<file path="config.mk">
export PLATFORM = sky130hd
export DESIGN_NAME = md5_stream_hash
export DESIGN_NICKNAME = d
export VERILOG_FILES = /design/src/rtl/md5_pkg.sv /design/src/rtl/md5_stream_hash.sv /design/src/rtl/md5_datapath.sv /design/src/rtl/md5_ctrl.sv
export VERILOG_INCLUDE_DIRS = /design/src /design/src/rtl
export SDC_FILE = /design/constraint.sdc
export NUM_CORES = 2
export LEC_CHECK = 0
export CAP_MARGIN = 40
export CORE_ASPECT_RATIO = 2
export CORE_UTILIZATION = 55
export DETAILED_ROUTE_END_ITERATION = 16
export DONT_BUFFER_PORTS = 1
export GPL_TIMING_DRIVEN = 0
export HOLD_SLACK_MARGIN = 0.03
export PLACE_DENSITY = 0.73
export SETUP_SLACK_MARGIN = 0.3
export SKIP_CTS_REPAIR_TIMING = 1
export SLEW_MARGIN = 20
export SYNTH_ARGS = -nofsm -noshare
export SYNTH_HDL_FRONTEND = slang
export SYNTH_SLANG_ARGS = --single-unit
</file>
<file path="constraint.sdc">
create_clock -name clk -period 11.72 [get_ports clk]
set_input_delay 0.586 -clock clk [delete_from_list [all_inputs] [get_ports clk]]
set_output_delay 0.586 -clock clk [all_outputs]
set_load 0.02 [all_outputs]
</file>
<file path="src/rtl/md5_stream_hash_defines.svh">
// Assertion macros for the MD5 stream hasher.
`ifndef MD5_STREAM_HASH_DEFINES_SVH
`define MD5_STREAM_HASH_DEFINES_SVH
`ifndef SYNTHESIS
`define MD5_ASSERT_IMPL(label, clk, rst_n, ante, cons) \
    label: assert property (@(posedge clk) disable iff (!rst_n) (ante) |-> (cons)) \
        else $error("assertion failed");
`define MD5_ASSERT_NEXT(label, clk, rst_n, ante, cons) \
    label: assert property (@(posedge clk) disable iff (!rst_n) (ante) |=> (cons)) \
        else $error("assertion failed");
`else
`define MD5_ASSERT_IMPL(label, clk, rst_n, ante, cons)
`define MD5_ASSERT_NEXT(label, clk, rst_n, ante, cons)
`endif
`endif

</file>
<file path="src/rtl/md5_pkg.sv">
package md5_pkg;

    typedef struct packed {
        logic [7:0] data_byte;
        logic       has_byte;
        logic       last;
    } md5_in_t;

    typedef struct packed {
        logic [63:0] digest_part;
        logic        part_index;
        logic        last_part;
    } md5_out_t;

    typedef enum logic [2:0] {
        ST_IDLE,
        ST_PUSH,
        ST_COMP,
        ST_PAD,
        ST_OUT0,
        ST_OUT1
    } md5_state_t;

    typedef struct packed {
        logic       push;
        logic [7:0] push_byte;
        logic       len_inc;
        logic       comp_start;
        logic       reinit;
        logic       sel_high;
    } md5_cmd_t;

    typedef struct packed {
        logic       comp_busy;
        logic       comp_done;
        logic [5:0] fill;
        logic [7:0] len_byte;
    } md5_status_t;

    localparam logic [31:0] INIT_A = 32'h67452301;
    localparam logic [31:0] INIT_B = 32'hefcdab89;
    localparam logic [31:0] INIT_C = 32'h98badcfe;
    localparam logic [31:0] INIT_D = 32'h10325476;
    localparam logic [7:0]  PAD_BYTE = 8'h80;
    localparam logic [5:0]  LEN_POS = 6'd56;

    function automatic logic [31:0] round_k(input logic [5:0] i);
        logic [31:0] k;
        unique case (i)
            6'd0: k = 32'hd76aa478;  6'd1: k = 32'he8c7b756;
            6'd2: k = 32'h242070db;  6'd3: k = 32'hc1bdceee;
            6'd4: k = 32'hf57c0faf;  6'd5: k = 32'h4787c62a;
            6'd6: k = 32'ha8304613;  6'd7: k = 32'hfd469501;
            6'd8: k = 32'h698098d8;  6'd9: k = 32'h8b44f7af;
            6'd10: k = 32'hffff5bb1; 6'd11: k = 32'h895cd7be;
            6'd12: k = 32'h6b901122; 6'd13: k = 32'hfd987193;
            6'd14: k = 32'ha679438e; 6'd15: k = 32'h49b40821;
            6'd16: k = 32'hf61e2562; 6'd17: k = 32'hc040b340;
            6'd18: k = 32'h265e5a51; 6'd19: k = 32'he9b6c7aa;
            6'd20: k = 32'hd62f105d; 6'd21: k = 32'h02441453;
            6'd22: k = 32'hd8a1e681; 6'd23: k = 32'he7d3fbc8;
            6'd24: k = 32'h21e1cde6; 6'd25: k = 32'hc33707d6;
            6'd26: k = 32'hf4d50d87; 6'd27: k = 32'h455a14ed;
            6'd28: k = 32'ha9e3e905; 6'd29: k = 32'hfcefa3f8;
            6'd30: k = 32'h676f02d9; 6'd31: k = 32'h8d2a4c8a;
            6'd32: k = 32'hfffa3942; 6'd33: k = 32'h8771f681;
            6'd34: k = 32'h6d9d6122; 6'd35: k = 32'hfde5380c;
            6'd36: k = 32'ha4beea44; 6'd37: k = 32'h4bdecfa9;
            6'd38: k = 32'hf6bb4b60; 6'd39: k = 32'hbebfbc70;
            6'd40: k = 32'h289b7ec6; 6'd41: k = 32'heaa127fa;
            6'd42: k = 32'hd4ef3085; 6'd43: k = 32'h04881d05;
            6'd44: k = 32'hd9d4d039; 6'd45: k = 32'he6db99e5;
            6'd46: k = 32'h1fa27cf8; 6'd47: k = 32'hc4ac5665;
            6'd48: k = 32'hf4292244; 6'd49: k = 32'h432aff97;
            6'd50: k = 32'hab9423a7; 6'd51: k = 32'hfc93a039;
            6'd52: k = 32'h655b59c3; 6'd53: k = 32'h8f0ccc92;
            6'd54: k = 32'hffeff47d; 6'd55: k = 32'h85845dd1;
            6'd56: k = 32'h6fa87e4f; 6'd57: k = 32'hfe2ce6e0;
            6'd58: k = 32'ha3014314; 6'd59: k = 32'h4e0811a1;
            6'd60: k = 32'hf7537e82; 6'd61: k = 32'hbd3af235;
            6'd62: k = 32'h2ad7d2bb; 6'd63: k = 32'heb86d391;
            default: k = 32'h0;
        endcase
        return k;
    endfunction

    function automatic logic [4:0] round_s(input logic [5:0] i);
        logic [4:0] s;
        unique case ({i[5:4], i[1:0]})
            4'd0: s = 5'd7;   4'd1: s = 5'd12;  4'd2: s = 5'd17;  4'd3: s = 5'd22;
            4'd4: s = 5'd5;   4'd5: s = 5'd9;   4'd6: s = 5'd14;  4'd7: s = 5'd20;
            4'd8: s = 5'd4;   4'd9: s = 5'd11;  4'd10: s = 5'd16; 4'd11: s = 5'd23;
            4'd12: s = 5'd6;  4'd13: s = 5'd10; 4'd14: s = 5'd15; 4'd15: s = 5'd21;
            default: s = 5'd0;
        endcase
        return s;
    endfunction

endpackage

</file>
<file path="src/rtl/md5_stream_hash.sv">
// Streaming MD5 hasher. At most one message byte is taken per input beat; a beat with
// last set closes the message, and the block then returns the 16-byte digest
// as two 64-bit beats (bytes 0-7, then bytes 8-15, first byte in bits 7:0).
// A byte beat is written before the next beat is taken, and every 64th byte
// starts a compression, which runs one round per cycle on a single round unit.
// Closing a message writes one padding byte per cycle, pausing while a
// compression runs; it needs one or two compressions before the digest.
module md5_stream_hash
    import md5_pkg::*;
(
    input  logic     clk,
    input  logic     rst_n,
    input  logic     in_valid,
    output logic     in_ready,
    input  md5_in_t  in_data,
    output logic     out_valid,
    input  logic     out_ready,
    output md5_out_t out_data
);

    md5_cmd_t    cmd;
    md5_status_t status;
    logic [63:0] digest_half;
    logic        out_hi;

    md5_ctrl u_ctrl (
        .clk       (clk),
        .rst_n     (rst_n),
        .in_valid  (in_valid),
        .in_ready  (in_ready),
        .in_data   (in_data),
        .out_valid (out_valid),
        .out_ready (out_ready),
        .out_hi    (out_hi),
        .status    (status),
        .cmd       (cmd)
    );

    md5_datapath u_dp (
        .clk         (clk),
        .rst_n       (rst_n),
        .cmd         (cmd),
        .status      (status),
        .digest_half (digest_half)
    );

    assign out_data.digest_part = digest_half;
    assign out_data.part_index  = out_hi;
    assign out_data.last_part   = out_hi;

endmodule

</file>
<file path="src/rtl/md5_datapath.sv">
module md5_datapath
    import md5_pkg::*;
(
    input  logic        clk,
    input  logic        rst_n,
    input  md5_cmd_t    cmd,
    output md5_status_t status,
    output logic [63:0] digest_half
);

    `include "md5_stream_hash_defines.svh"

    logic [31:0] buf_mem [16];
    logic [31:0] chain_reg [4];
    logic [31:0] a_reg, b_reg, c_reg, d_reg;
    logic [5:0]  fill_reg;
    logic [60:0] len_reg;
    logic [5:0]  round_reg;
    logic        busy_reg;
    logic        done_reg;

    logic [63:0] bits;
    logic [1:0]  rsel;
    logic [31:0] f_val;
    logic [3:0]  g_idx;
    logic [31:0] sum;
    logic [31:0] rot;
    logic [4:0]  sh;

    assign bits = {len_reg, 3'b000};
    assign rsel = round_reg[5:4];
    assign sh = round_s(round_reg);

    always_comb
    begin
        case (rsel)
            2'd0:
            begin
                f_val = (b_reg & c_reg) | (~b_reg & d_reg);
                g_idx = round_reg[3:0];
            end
            2'd1:
            begin
                f_val = (b_reg & d_reg) | (c_reg & ~d_reg);
                g_idx = 4'(5 * round_reg[3:0] + 1);
            end
            2'd2:
            begin
                f_val = b_reg ^ c_reg ^ d_reg;
                g_idx = 4'(3 * round_reg[3:0] + 5);
            end
            default:
            begin
                f_val = c_reg ^ (b_reg | ~d_reg);
                g_idx = 4'(7 * round_reg[3:0]);
            end
        endcase
        sum = a_reg + f_val + round_k(round_reg) + buf_mem[g_idx];
        rot = (sum << sh) | (sum >> (6'd32 - {1'b0, sh}));
    end

    always_ff @(posedge clk)
    begin
        if (cmd.push)
        begin
            buf_mem[fill_reg[5:2]][fill_reg[1:0]*8 +: 8] <= cmd.push_byte;
        end
    end

    always_ff @(posedge clk or negedge rst_n)
    begin
        if (!rst_n)
        begin
            chain_reg[0] <= INIT_A;
            chain_reg[1] <= INIT_B;
            chain_reg[2] <= INIT_C;
            chain_reg[3] <= INIT_D;
            fill_reg     <= '0;
            len_reg      <= '0;
            round_reg    <= '0;
            busy_reg     <= 1'b0;
            done_reg     <= 1'b0;
        end
        else
        begin
            done_reg <= 1'b0;
            if (cmd.push)
            begin
                fill_reg <= fill_reg + 6'd1;
            end
            if (cmd.len_inc)
            begin
                len_reg <= len_reg + 61'd1;
            end
            if (cmd.comp_start)
            begin
                busy_reg  <= 1'b1;
                round_reg <= '0;
            end
            else if (busy_reg)
            begin
                round_reg <= round_reg + 6'd1;
                if (round_reg == 6'd63)
                begin
                    busy_reg     <= 1'b0;
                    done_reg     <= 1'b1;
                    chain_reg[0] <= chain_reg[0] + d_reg;
                    chain_reg[1] <= chain_reg[1] + b_reg + rot;
                    chain_reg[2] <= chain_reg[2] + b_reg;
                    chain_reg[3] <= chain_reg[3] + c_reg;
                end
            end
            if (cmd.reinit)
            begin
                chain_reg[0] <= INIT_A;
                chain_reg[1] <= INIT_B;
                chain_reg[2] <= INIT_C;
                chain_reg[3] <= INIT_D;
                fill_reg     <= '0;
                len_reg      <= '0;
            end
        end
    end

    always_ff @(posedge clk)
    begin
        if (cmd.comp_start)
        begin
            a_reg <= chain_reg[0];
            b_reg <= chain_reg[1];
            c_reg <= chain_reg[2];
            d_reg <= chain_reg[3];
        end
        else if (busy_reg)
        begin
            a_reg <= d_reg;
            d_reg <= c_reg;
            c_reg <= b_reg;
            b_reg <= b_reg + rot;
        end
    end

    always_comb
    begin
        status.comp_busy = busy_reg;
        status.comp_done = done_reg;
        status.fill      = fill_reg;
        status.len_byte  = bits[fill_reg[2:0]*8 +: 8];
        digest_half      = cmd.sel_high ? {chain_reg[3], chain_reg[2]}
                                        : {chain_reg[1], chain_reg[0]};
    end

    `MD5_ASSERT_IMPL(a_no_push_busy, clk, rst_n, busy_reg, !cmd.push)
    `MD5_ASSERT_NEXT(a_done_after_last, clk, rst_n, busy_reg && round_reg == 6'd63 && !cmd.comp_start, done_reg)
    `MD5_ASSERT_IMPL(a_start_idle, clk, rst_n, cmd.comp_start, !busy_reg)

endmodule

</file>
<file path="src/rtl/md5_ctrl.sv">
module md5_ctrl
    import md5_pkg::*;
(
    input  logic        clk,
    input  logic        rst_n,
    input  logic        in_valid,
    output logic        in_ready,
    input  md5_in_t     in_data,
    output logic        out_valid,
    input  logic        out_ready,
    output logic        out_hi,
    input  md5_status_t status,
    output md5_cmd_t    cmd
);

    `include "md5_stream_hash_defines.svh"

    md5_state_t state_reg, state_next;
    logic       last_reg, last_next;
    logic [7:0] byte_reg, byte_next;
    logic       padded_reg, padded_next;
    logic       extra_reg, extra_next;

    always_ff @(posedge clk or negedge rst_n)
    begin
        if (!rst_n)
        begin
            state_reg  <= ST_IDLE;
            last_reg   <= 1'b0;
            padded_reg <= 1'b0;
            extra_reg  <= 1'b0;
        end
        else
        begin
            state_reg  <= state_next;
            last_reg   <= last_next;
            padded_reg <= padded_next;
            extra_reg  <= extra_next;
        end
    end

    always_ff @(posedge clk)
    begin
        byte_reg <= byte_next;
    end

    always_comb
    begin
        state_next  = state_reg;
        last_next   = last_reg;
        byte_next   = byte_reg;
        padded_next = padded_reg;
        extra_next  = extra_reg;
        in_ready    = 1'b0;
        out_valid   = 1'b0;
        out_hi      = 1'b0;
        cmd         = '0;
        cmd.push_byte = byte_reg;
        unique case (state_reg)
            ST_IDLE:
            begin
                in_ready = 1'b1;
                if (in_valid)
                begin
                    last_next   = in_data.last;
                    byte_next   = in_data.data_byte;
                    padded_next = 1'b0;
                    extra_next  = 1'b0;
                    if (in_data.has_byte)
                    begin
                        state_next = ST_PUSH;
                    end
                    else if (in_data.last)
                    begin
                        state_next = ST_PAD;
                    end
                end
            end
            ST_PUSH:
            begin
                cmd.push    = 1'b1;
                cmd.len_inc = 1'b1;
                if (status.fill == 6'd63)
                begin
                    cmd.comp_start = 1'b1;
                    state_next     = ST_COMP;
                end
                else
                begin
                    state_next = last_reg ? ST_PAD : ST_IDLE;
                end
            end
            ST_COMP:
            begin
                if (status.comp_done)
                begin
                    if (!last_reg)
                    begin
                        state_next = ST_IDLE;
                    end
                    else if (padded_reg && !extra_reg && status.fill == 6'd0)
                    begin
                        state_next = ST_OUT0;
                    end
                    else
                    begin
                        extra_next = 1'b0;
                        state_next = ST_PAD;
                    end
                end
            end
            ST_PAD:
            begin
                cmd.push = 1'b1;
                if (!padded_reg)
                begin
                    cmd.push_byte = PAD_BYTE;
                    padded_next   = 1'b1;
                    extra_next    = (status.fill >= LEN_POS);
                end
                else if (status.fill < LEN_POS || extra_reg)
                begin
                    cmd.push_byte = 8'h00;
                end
                else
                begin
                    cmd.push_byte = status.len_byte;
                end
                if (status.fill == 6'd63)
                begin
                    cmd.comp_start = 1'b1;
                    state_next     = ST_COMP;
                end
            end
            ST_OUT0:
            begin
                out_valid = 1'b1;
                if (out_ready)
                begin
                    state_next = ST_OUT1;
                end
            end
            ST_OUT1:
            begin
                out_valid = 1'b1;
                out_hi    = 1'b1;
                cmd.sel_high = 1'b1;
                if (out_ready)
                begin
                    cmd.reinit = 1'b1;
                    last_next  = 1'b0;
                    state_next = ST_IDLE;
                end
            end
            default:
            begin
                state_next = ST_IDLE;
            end
        endcase
    end

    `MD5_ASSERT_IMPL(a_out_not_in, clk, rst_n, out_valid, !in_ready)
    `MD5_ASSERT_IMPL(a_out_last, clk, rst_n, out_valid, last_reg && padded_reg)
    `MD5_ASSERT_NEXT(a_part_order, clk, rst_n, state_reg == ST_OUT0 && out_ready, state_reg == ST_OUT1)

endmodule

</file>
==> results of run 1 <==
metal layers:
metal	GRT overflow	global-route usage
met5	0	0.00674
met2	7	0.852
met3	0	0.250
met1	0	0.545
met4	6	0.631
logic make-up after synthesis:
logic type | synth area share
multiplexers | 0.0983
flip-flops | 0.442
AND/OR/NAND/NOR | 0.126
AO/OA/AOI/OAI | 0.162
adder cells (fa/ha/maj) | 0.0856
buffers and inverters | 0.0446
XOR/XNOR | 0.0414
stage by stage:
step           hold WS [ns]  setup WS (ns)   util  instance area (um2)
2_1_floorplan         0.290          0.306      -                56000
3_3_place_gp          0.298          -6.28  0.571                57700
3_5_place_dp          0.297          -5.00  0.585                59100
4_1_cts              -0.444          -5.10  0.611                61700
==> flow_summary.json, run 1 <==
{
  "synthTopCellsByArea": "edfxtp_1 35%, dfrtp_1 6.5%, mux4_2 5.8%",
  "yosysMostFrequentCell": "edfxtp_1",
  "yosys-top-cells-count": "648 x edfxtp_1, 638 x nand2_1, 447 x a21oi_1",
  "grt_first_pass_wirelength_um": 406000,
  "mappedNetlistArea_um2": 56000,
  "dpl.hpwl_um": 202000,
  "avgSynthCellArea_um2": 10.2,
  "die_y_um": 453,
  "cts_sinks": 857,
  "ys_types": 98,
  "grt_overflow": 13,
  "clk_path_buf_depth": 3,
  "synth-seq-cells": 857,
  "synth_top_area_frac": 0.347,
  "ys_async_sr_fraction": 0.244,
  "status": "did not finish",
  "firstError": "[ERROR GRT-0116] Global routing finished with congestion. Check the congestion regions in the DRC Viewer.",
  "lastStage": "5_1_grt",
  "yosysWarnings": 0,
  "synthCells": 5497,
  "numCtsBuffers": 75,
  "dominantRegCellSynth": "edfxtp_1",
  "io_buffers": 0,
  "row_count": 165,
  "start_util": 0.555,
  "chipWidth_um": 228,
  "cts_root_buf": "clkbuf_16",
  "syn-num-nets": 5834,
  "synth_top_area_cell": "edfxtp_1",
  "finalWeightedCongestion": 1.10,
  "first_global_vias": 52961,
  "ys_seq_area_frac": 0.442,
  "synth_edf_count": 648,
  "grt_max_degree": 210,
  "grt_use_total": 0.567,
  "cts_max_level": 3,
  "place_inst": 6963,
  "io_pins": 82
}
==> inputs of run 2 (changes only) <==
--- a/config.mk
+++ b/config.mk
@@ -7,14 +7,11 @@
 export NUM_CORES = 2
 export LEC_CHECK = 0
 export CAP_MARGIN = 40
-export CORE_ASPECT_RATIO = 2
-export CORE_UTILIZATION = 55
+export CORE_UTILIZATION = 40
 export DETAILED_ROUTE_END_ITERATION = 16
 export DONT_BUFFER_PORTS = 1
 export GPL_TIMING_DRIVEN = 0
-export HOLD_SLACK_MARGIN = 0.03
-export PLACE_DENSITY = 0.73
-export SETUP_SLACK_MARGIN = 0.3
+export PLACE_DENSITY_LB_ADDON = 0.15
 export SKIP_CTS_REPAIR_TIMING = 1
 export SLEW_MARGIN = 20
 export SYNTH_ARGS = -nofsm -noshare
==> constraint.sdc (replaced) <==
create_clock -name clk -period 15.25 [get_ports clk]
set_input_delay 0.7625 -clock clk [delete_from_list [all_inputs] [get_ports clk]]
set_output_delay 0.7625 -clock clk [all_outputs]
set_load 0.02 [all_outputs]
==> flow_summary.json, run 2 <==
{
  "period_share": 0.965,
  "antenna_found_initial": 7,
  "synth_edf_count": 648,
  "cts_sinks": 857,
  "setup_viol": 0,
  "drt_iter0_drc": 5500,
  "fin_worst_skew_ns": 0.0841,
  "reg2reg_depth": 49,
  "slowest_delay_ns": 0.61,
  "dpl.hpwl_um": 178000,
  "slowest_stage": "fa_1",
  "remaining_drc_errors": 0,
  "whs_ns": 0.0236,
  "cts_root_buf": "clkbuf_16",
  "post-route-min-period_ns": 14.71,
  "finalInstanceArea_um2": 63300,
  "row_count": 136,
  "mappedNetlistArea_um2": 56000,
  "synthCells": 5497,
  "clk_path_buf_depth": 3,
  "nNetsFinal": 6099,
  "io_pins": 82,
  "clock.fmax_ghz": 0.0680,
  "largest_register_ff_count": 512,
  "synth-seq-cells": 857,
  "grt_overflow": 0,
  "dieArea_um2": 142000,
  "fin_setup_tns_ns": 0,
  "drive_gt1_frac": 0.122,
  "yosysWarnings": 0,
  "status": "complete, no violations",
  "dominantRegCellSynth": "edfxtp_1",
  "endpoint_kind": "register",
  "finalWeightedCongestion": 1.01,
  "ys_seq_area_frac": 0.442,
  "worst_ep_required_time_ns": 15.91,
  "crit_type": "reg2reg",
  "wl_per_cell_um": 29.7,
  "io_buffers": 0,
  "synthTopCellsByArea": "edfxtp_1 35%, dfrtp_1 6.5%, mux4_2 5.8%",
  "postRouteWirelength_um": 229000,
  "n_fill_cell": 13217,
  "worst_pin_slew_ns": 1.28,
  "grt_use_total": 0.318,
  "multiInputGateArea_um2": 28800,
  "viasPerCell": 6.06,
  "vias": 46738,
  "syn-num-nets": 5834,
  "rsz0062_at_grt": "no",
  "syn_to_final_growth_pct": 12.9,
  "cts_max_level": 3,
  "final_cell_mix": "648 x edfxtp_1, 638 x nand2_1, 447 x a21oi_1, 431 x nor2_1, 379 x o21ai_0",
  "max_slew_margin": 0.147,
  "crit_fanout": 19,
  "regArea_um2": 24800,
  "grt_max_degree": 210,
  "mostFrequentLayoutCell": "edfxtp_1",
  "synth_top_area_cell": "edfxtp_1",
  "die_y_um": 376,
  "placed_area_um2": 59800,
  "avgSynthCellArea_um2": 10.2,
  "cp_common_cell": "fa_1",
  "slew_viol_final": 0,
  "drtAntennaViolNets": 0,
  "synth_top_area_frac": 0.347,
  "maxCapViolations": 0,
  "yosys-top-cells-count": "648 x edfxtp_1, 638 x nand2_1, 447 x a21oi_1",
  "dr.pass1.iters": 7,
  "numCtsBuffers": 96,
  "crit_arrival_ns": 15.37,
  "setup.worst_path.start_class": "register",
  "grt_first_pass_wirelength_um": 324000,
  "ys_async_sr_fraction": 0.244,
  "min_path_type": "in2async",
  "path_clk_slew_ns": 0.07,
  "core_um2": 138000,
  "yosysMostFrequentCell": "edfxtp_1",
  "first_global_vias": 44632,
  "clk_latency_ns": 0.77,
  "chipWidth_um": 376,
  "ys_types": 98,
  "hold_violations": 0,
  "start_util": 0.405,
  "cts_tree": "built"
}
-- run 2: cell counts after synthesis --
Identical to the previous run, type by type.
-- run 2: logic make-up (layout without fill, tap and decap cells) --
kind of cell | Yosys count | count (layout) | synth area share
AO/OA/AOI/OAI | 1463 | 1463 | 0.162
AND/OR/NAND/NOR | 1581 | 1581 | 0.126
other | 0 | 4 | 0
adder cells (fa/ha/maj) | 323 | 323 | 0.0856
multiplexers | 358 | 358 | 0.0983
XOR/XNOR | 263 | 263 | 0.0414
buffers and inverters | 652 | 1000 | 0.0446
flip-flops | 857 | 857 | 0.442
-- run 2: metrics by stage --
stage	worst slack, ns	utilization	instances
after floorplan	3.57	-	5497
after global placement	-1.54	0.422	7360
after detailed placement	-0.832	0.433	7503
after CTS	-0.923	0.456	7684
after global routing	0.0345	0.458	7708
final	0.537	0.458	7712
-- run 2: path summary, 6_finish.rpt --
check	slack, ns	startpoint	to
worst max-delay path	0.54	u_dp.round_reg[2]	u_dp.chain_reg[95]
max in group asynchronous	14.14	rst_n	u_dp.len_reg[33]
worst max register to register	0.54	u_dp.round_reg[2]	u_dp.chain_reg[95]
worst min register to register	0.51	u_dp.len_reg[60]	u_dp.len_reg[60]
worst min-delay path	0.02	rst_n	u_dp.chain_reg[70]
min in group clk	0.12	in_data[2]	u_ctrl.byte_reg[0]
-- run 2: cell type report --
class / count / area share
diodes: 4 / 0.000158
well taps: 1863 / 0.0368
multi-input cells: 3988 / 0.455
plain buffers: 294 / 0.0186
flip-flops and latches: 857 / 0.392
inverters: 355 / 0.0211
clock inverters: 59 / 0.0102
repair buffers: 170 / 0.0257
clock buffers: 122 / 0.0405
-- run 2: routing by layer --
layer,part of all wire,track usage,vias up,routed length [um]
met5,0.000057,0,-,13
met4,0.051,0.145,2,11800
met3,0.085,0.0560,446,19500
met2,0.45,0.494,2242,103000
met1,0.41,0.433,23482,94800
li1,-,-,20566,-
-- run 2: worst max-delay path: cells and delay by family (launching register included) --
family	cells	cell delay [ns]
compound gates	19	5.45
flops	1	0.56
buf+inv	12	2.56
fa+ha+maj	8	3.29
mux	5	1.57
simple gates	4	0.94
xor+xnor	1	0.22
Power of run 2 is not shown: default switching activity piles up to over one toggle a cycle in this logic, so the estimate is an artifact.
